<file path="src/rtl/cbla_pkg.sv">
// Shared types and constants for the look-at camera basis pipeline.
package cbla_pkg;

  // Signed width of a raw vector component (position difference or cross product)
  localparam int VW = 34;
  // Root extraction steps (one result bit each) and quotient bits of the divider
  localparam int SQ_STEPS  = 32;
  localparam int DIV_STEPS = 15;
  localparam int ONE_Q14   = 16384;
  // Cycles from an accepted word to its result strobe
  localparam int TOTAL_LAT = 174;

  // Configuration address width and register indices
  localparam int AW = 4;
  localparam logic [1:0] REG_UP_X = 2'd0;
  localparam logic [1:0] REG_UP_Y = 2'd1;
  localparam logic [1:0] REG_UP_Z = 2'd2;

  typedef logic signed [VW-1:0] vec_t;
  typedef logic signed [15:0]   q14_t;

  typedef enum logic [1:0] {
    ST_OK  = 2'd0,
    ST_EYE = 2'd1,
    ST_PAR = 2'd2
  } status_t;

  // Results gathered so far, carried alongside the word
  typedef struct packed {
    q14_t [2:0] back;
    q14_t [2:0] right;
    status_t    st;
  } side_t;

endpackage

</file>
<file path="src/rtl/cbla_cross.sv">
// Two-stage pipelined cross product of two Q2.14 vectors.
module cbla_cross import cbla_pkg::*; (
  input  logic       clk,
  input  logic       rst_n,
  input  logic       in_vld,
  input  q14_t [2:0] in_a,
  input  q14_t [2:0] in_b,
  input  side_t      in_side,
  output logic       out_vld,
  output vec_t [2:0] out_vec,
  output side_t      out_side
);

  logic signed [31:0] prod_r [6];
  logic               p_vld_r;
  side_t              p_side_r;
  vec_t  [2:0]        vec_r;
  logic               v_vld_r;
  side_t              v_side_r;

  // Form the six partial products
  always_ff @(posedge clk) begin
    if (!rst_n) begin
      p_vld_r <= 1'b0;
    end else begin
      p_vld_r <= in_vld;
    end
    prod_r[0] <= $signed(in_a[1]) * $signed(in_b[2]);
    prod_r[1] <= $signed(in_a[2]) * $signed(in_b[1]);
    prod_r[2] <= $signed(in_a[2]) * $signed(in_b[0]);
    prod_r[3] <= $signed(in_a[0]) * $signed(in_b[2]);
    prod_r[4] <= $signed(in_a[0]) * $signed(in_b[1]);
    prod_r[5] <= $signed(in_a[1]) * $signed(in_b[0]);
    p_side_r  <= in_side;
  end

  // Subtract pairs
  always_ff @(posedge clk) begin
    if (!rst_n) begin
      v_vld_r <= 1'b0;
    end else begin
      v_vld_r <= p_vld_r;
    end
    vec_r[0] <= vec_t'(prod_r[0]) - vec_t'(prod_r[1]);
    vec_r[1] <= vec_t'(prod_r[2]) - vec_t'(prod_r[3]);
    vec_r[2] <= vec_t'(prod_r[4]) - vec_t'(prod_r[5]);
    v_side_r <= p_side_r;
  end

  assign out_vld  = v_vld_r;
  assign out_vec  = vec_r;
  assign out_side = v_side_r;

endmodule

</file>
<file path="config.mk">
export PLATFORM = sky130hd
export DESIGN_NAME = cbla_cross
export DESIGN_NICKNAME = d
export VERILOG_FILES = /design/src/rtl/cbla_pkg.sv /design/src/rtl/cbla_cross.sv
export SDC_FILE = /design/constraint.sdc
export NUM_CORES = 2
export LEC_CHECK = 0
export ABC_AREA = 1
export BUFFER_PORTS_ARGS = -buffer_cell sky130_fd_sc_hd__buf_2
export CAP_MARGIN = 5
export CORE_UTILIZATION = 60
export CTS_CLUSTER_SIZE = 8
export DETAILED_ROUTE_END_ITERATION = 10
export GPL_ROUTABILITY_DRIVEN = 0
export PLACE_DENSITY = 0.89
export SLEW_MARGIN = 0
export SYNTH_ARGS = -nofsm -noshare
export SYNTH_HDL_FRONTEND = slang
export SYNTH_SLANG_ARGS = --single-unit
</file>
<file path="constraint.sdc">
create_clock -name clk -period 17.8 [get_ports clk]
set_clock_uncertainty 0.1 [all_clocks]
set_input_delay 3.56 -clock clk [delete_from_list [all_inputs] [get_ports clk]]
set_output_delay 3.56 -clock clk [all_outputs]
set_load 0.01 [all_outputs]
</file>
======== After elaboration in Yosys (flattened, before gate mapping) ========
Memory sizes are Yosys's and may differ from the RTL's.
Cells that the tools add are included.
word-level totals
  bits in registers ....................... 297
  RAM bits ................................ 192
  bits of input ports ..................... 197
  output and inout port bits .............. 201
  logic and storage cells ................. 29
  memories ................................ 1
memory list
  name    words  bits a word  rd ports  clocked after memory_dff  wr ports  RTL line          text
  prod_r  6      32           6         0                         6         cbla_cross.sv:14  logic signed [31:0] prod_r [6];
cells by class
  add/sub/neg operators ................... 3
  multipliers ............................. 6
operators by type and width
  cell                          count
  multiplier 16 x 16 -> 32 bit  6
  subtractor 32 x 32 -> 33 bit  3

======== Longest topological paths before layout ========
  depth in word-level cells ............... 1
  gate-level depth with buffers ........... 27
  gate-level depth less buffers ........... 26

======== Worst setup path before layout ========
OpenSTA, ideal clock, no wires.
  path kind ............................... in2reg
  start point ............................. input in_a[31] (netlist name)
  end point ............................... memory prod_r[5][31]
  setup time .............................. 112 ps
  arrival ................................. 8484 ps
  data required time ...................... 17588 ps
  setup slack ............................. 9104 ps
  stages .................................. 22
  path buffers ............................ 1
  cell sequence ........................... clkbuf_1 nand2_1 inv_1 fa_1 fa_1 fa_1 fa_1 fa_1 inv_1 fa_1 inv_1 ha_1 nand2_1 inv_1 nand2_1 nor3_1 and2_1 nand2_1 inv_1 nor2_1 nand2_1 nand2_1
RTL lines
  element             RTL line          text
  start: declaration  cbla_cross.sv:6   input q14_t [2:0] in_a,
  end: declaration    cbla_cross.sv:14

==> metrics list <==
* Clock Latency Late Sink: 0.74 ns
* Proportion of synthesized chip area in sequential cells: 0.1207
- H-tree depth: 3
- At the pin with the least slew margin, the transition time is ~1.1 ns.
- STA puts the critical path data required time at 18.31 ns.
- Clock Sinks: between 400 and 500
- Total Nets Final: about 13000
* Number of buffers inserted by port buffering: around 400
- Initial antenna violation count: 32
- Area of the die: 136700 µm²
- The worst setup path is captured at a flop.
- Max-cap check violation count: 0
* Vias in the first global route: 75882
- The min-delay analysis places its worst path in the category reg -> reg.
* Biggest area consumer among synthesized cells: sky130_fd_sc_hd__fa_1
* Count of warnings emitted by yosys: 0
- Die Wd: 369.7 µm
- Of the cells placed in the final design, the portion with a size suffix greater than 1 is 0.05608.
- CTS root buf: sky130_fd_sc_hd__clkbuf_16
- Post-synthesis sequential element count: 489
- Max Clk Rate: 0.1092 GHz
* Inserted Clock Buffers: 74
- Combined area of all synthesized cells: 81120 µm²
- In this run, the number of DRC markers left after iteration 0 of detailed routing was 7849.
- The number of endpoints with negative hold slack in the final report came to 0.
- GR Layer Usage met1: 0.3917
- CP max FO: 32
- Detailed placement ended at an HPWL of approximately 190000 µm.
* Failing checks: DRC
- Type of origin of the critical path: input port
* Maximum clock path buffer count: 3
- The number of nets in the synthesized netlist is about 13000.
- Synthesized instance count: ~11000
- The floorplan step set the die height to 369.7 µm.
* Global routing usage on met2: 0.5711
- For this configuration, the core starts out at a cell density of 0.6063.
- Area share of the leading cell type in the synthesized netlist: 0.3887
- In this run the post-CTS setup repair buffer count came out at 0.
- In the routed design, unresolved DRC markers number 107.
- The routed layout has 70404 vias.
- In this run the count of I/O pins placed on the die edge is 398.
- For the final routed database, the setup TNS stands at 0 ns.
- RSZ-0062 raised after global routing: false
* Clk pin slew, worst setup/hold paths: ~0.060 ns
- Total core area: 133800 µm²
- Entering global routing, the biggest net connects 33 pins.
- ANT nets after route: 0
* Share of the cycle needed by the critical path after routing: 0.5146
* Site row count: ~130
* Headroom to the max-slew limit: 0.2434
* Area grow syn2layout: 6.745%
* TritonCTS clock tree: built
- Counting distinct cell types in the post-synthesis netlist gives 34.
* Global routing met3 resource utilization: 0.1041
- Number of gates given a new drive strength after cts: 0
* Category of the critical setup timing path: in -> reg
- Number of max-slew violations in the final report: 0
- Hold repair after CTS inserted 0 buffers.
- In the post-synthesis netlist, the biggest area contributors are sky130_fd_sc_hd__fa_1 39%, sky130_fd_sc_hd__inv_1 15%, sky130_fd_sc_hd__nand2_1 14%.
- After global routing the overflow that remains totals 0.
- For this run, the detailed router's first-pass iteration total came to 11.
- For the worst setup path, the data arrival time is 9.67 ns.
- A synthesized cell averages about 7.7 µm².
* Routed length per placed instance: 18.61 µm
* First-pass GRT wire length: around 380000 µm
* Final Routed Wirelength: 234200 µm
- After detailed routing, the number of vias per cell comes to 5.595.
* Post-route minimum period: 9.161 ns
* Fill cell count: around 10000
* Layer with the highest usage: met2
* Status: finished, violations left
- Across every metal layer, demand over resource in global routing totals 0.3487.
- Setup violations remaining at the end of the flow were counted as 0.
-- metal layers --
metal,wire (µm),vias up
met5,307,-
met2,108400,4906
li1,-,30456
met4,18380,38
met1,76560,33442
met3,30580,1562
-- cell families (layout without fill, tap and decap cells) --
group / Yosys count / after routing / synth area share
buffers and inverters: 3469 / 3692 / 0.1607
adders and majority gates: 2163 / 2163 / 0.4794
AOI/OAI and AO/OA: 409 / 409 / 0.02721
other: 0 / 10 / 0
xor gates and xnor gates: 177 / 177 / 0.01911
and+or+nand+nor: 3876 / 3876 / 0.1929
DFF: 489 / 489 / 0.1207
-- cell usage in the layout, fill, tap and decap left out, types with 40 or more instances in the layout --
| cell | netlist | layout |
|---|---|---|
| sky130_fd_sc_hd__inv_1 | 3169 | 3169 |
| sky130_fd_sc_hd__nand2_1 | 2976 | 2976 |
| sky130_fd_sc_hd__fa_1 | 1575 | 1575 |
| sky130_fd_sc_hd__ha_1 | 588 | 588 |
| sky130_fd_sc_hd__dfxtp_1 | 489 | 489 |
| sky130_fd_sc_hd__buf_2 | 0 | 397 |
| sky130_fd_sc_hd__nor2_1 | 353 | 353 |
| sky130_fd_sc_hd__nand3_1 | 268 | 268 |
| sky130_fd_sc_hd__a21oi_1 | 246 | 246 |
| sky130_fd_sc_hd__xor2_1 | 157 | 157 |
| sky130_fd_sc_hd__o21ai_0 | 98 | 98 |
| sky130_fd_sc_hd__nand4_1 | 93 | 93 |
| sky130_fd_sc_hd__clkbuf_16 | 0 | 74 |
| sky130_fd_sc_hd__nor3_1 | 58 | 58 |
| sky130_fd_sc_hd__o21bai_1 | 40 | 40 |
-- state kept, by name (all words and copies together), names as in the netlist --
signal	cells
p_vld_r	1
out_vec	99
out_side	98
p_side_r	98
out_vld	1
prod_r	192
-- through the flow --
step                cells  setup slack [ns]  hold WS [ns]  cell area (µm²)    util
finish              12584             8.639        0.2138            86590  0.6472
global route        12580             8.440        0.2141            86580  0.6471
global placement    12480             8.344        0.2096            84380  0.6307
floorplan           10583             9.104        0.2096            81120       -
CTS                 12574             8.809        0.2216            86560  0.6470
detailed placement  12480             8.106        0.2121            84380  0.6307
-- worst max-delay path: stages --
cell                       delay, ns
sky130_fd_sc_hd__buf_2          0.70
sky130_fd_sc_hd__nand2_1        0.17
sky130_fd_sc_hd__inv_1          0.12
sky130_fd_sc_hd__fa_1           0.57
sky130_fd_sc_hd__fa_1           0.91
sky130_fd_sc_hd__fa_1           0.54
sky130_fd_sc_hd__fa_1           0.51
sky130_fd_sc_hd__fa_1           0.49
sky130_fd_sc_hd__inv_1          0.05
sky130_fd_sc_hd__fa_1           0.53
sky130_fd_sc_hd__inv_1          0.06
sky130_fd_sc_hd__ha_1           0.36
sky130_fd_sc_hd__nand2_1        0.12
sky130_fd_sc_hd__nor2_1         0.16
sky130_fd_sc_hd__inv_1          0.09
sky130_fd_sc_hd__nor2_2         0.15
sky130_fd_sc_hd__nand4_1        0.10
sky130_fd_sc_hd__nand3b_1       0.12
sky130_fd_sc_hd__xor2_1         0.30
-- synth_stat cells --
| cell | instances |
|---|---|
| sky130_fd_sc_hd__a31oi_1 | 2 |
| sky130_fd_sc_hd__nor2_4 | 3 |
| sky130_fd_sc_hd__xnor2_1 | 20 |
| sky130_fd_sc_hd__nor3_1 | 58 |
| sky130_fd_sc_hd__a21oi_1 | 246 |
| sky130_fd_sc_hd__or2_2 | 9 |
| sky130_fd_sc_hd__inv_1 | 3169 |
| sky130_fd_sc_hd__nand2_2 | 19 |
| sky130_fd_sc_hd__a21o_1 | 14 |
| sky130_fd_sc_hd__ha_1 | 588 |
| sky130_fd_sc_hd__nor4_1 | 10 |
| sky130_fd_sc_hd__nor2_2 | 31 |
| sky130_fd_sc_hd__nand3_2 | 12 |
| sky130_fd_sc_hd__nand3_1 | 268 |
| sky130_fd_sc_hd__nor2_1 | 353 |
| sky130_fd_sc_hd__clkbuf_1 | 282 |
| sky130_fd_sc_hd__o21ai_0 | 98 |
| sky130_fd_sc_hd__dfxtp_1 | 489 |
| sky130_fd_sc_hd__buf_4 | 3 |
| sky130_fd_sc_hd__clkinv_1 | 2 |
| sky130_fd_sc_hd__a21boi_0 | 4 |
| sky130_fd_sc_hd__nor3_2 | 14 |
| sky130_fd_sc_hd__o211ai_1 | 3 |
| sky130_fd_sc_hd__inv_2 | 9 |
| sky130_fd_sc_hd__buf_1 | 4 |
| sky130_fd_sc_hd__nand4_1 | 93 |
| sky130_fd_sc_hd__nor3_4 | 1 |
| sky130_fd_sc_hd__o21bai_1 | 40 |
| sky130_fd_sc_hd__and2_1 | 15 |
| sky130_fd_sc_hd__xor2_1 | 157 |
| sky130_fd_sc_hd__nand2_1 | 2976 |
| sky130_fd_sc_hd__o21a_1 | 2 |
| sky130_fd_sc_hd__fa_1 | 1575 |
| sky130_fd_sc_hd__nand3b_1 | 14 |
-- area by class of cell --
type / count / area [µm²] / share of cell area
clock buffers: 82 / 1922 / 0.02220
diodes: 10 / 25.02 / 0.0002890
inverters: 3180 / 11940 / 0.1379
repair buffers: 418 / 2145 / 0.02477
clock inverters: 12 / 264.0 / 0.003049
multi-input cells: 6625 / 58290 / 0.6732
flip-flops and latches: 489 / 9789 / 0.1131
well taps: 1768 / 2212 / 0.02555
-- path summary, 6_finish.rpt --
check,slack (ns),end,cells after the start,startpoint
setup / recovery,8.64,prod_r[3][23],19,in_b[35]
hold / removal,0.21,out_side[23],0,p_side_r[23]
setup reg to reg,15.32,out_vec[31],9,prod_r[1][18]
hold reg to reg,0.21,out_side[23],0,p_side_r[23]
Power is left out: the tool's default activity adds up to more than one toggle a clock period on the data nets, which glitch-free logic cannot reach.
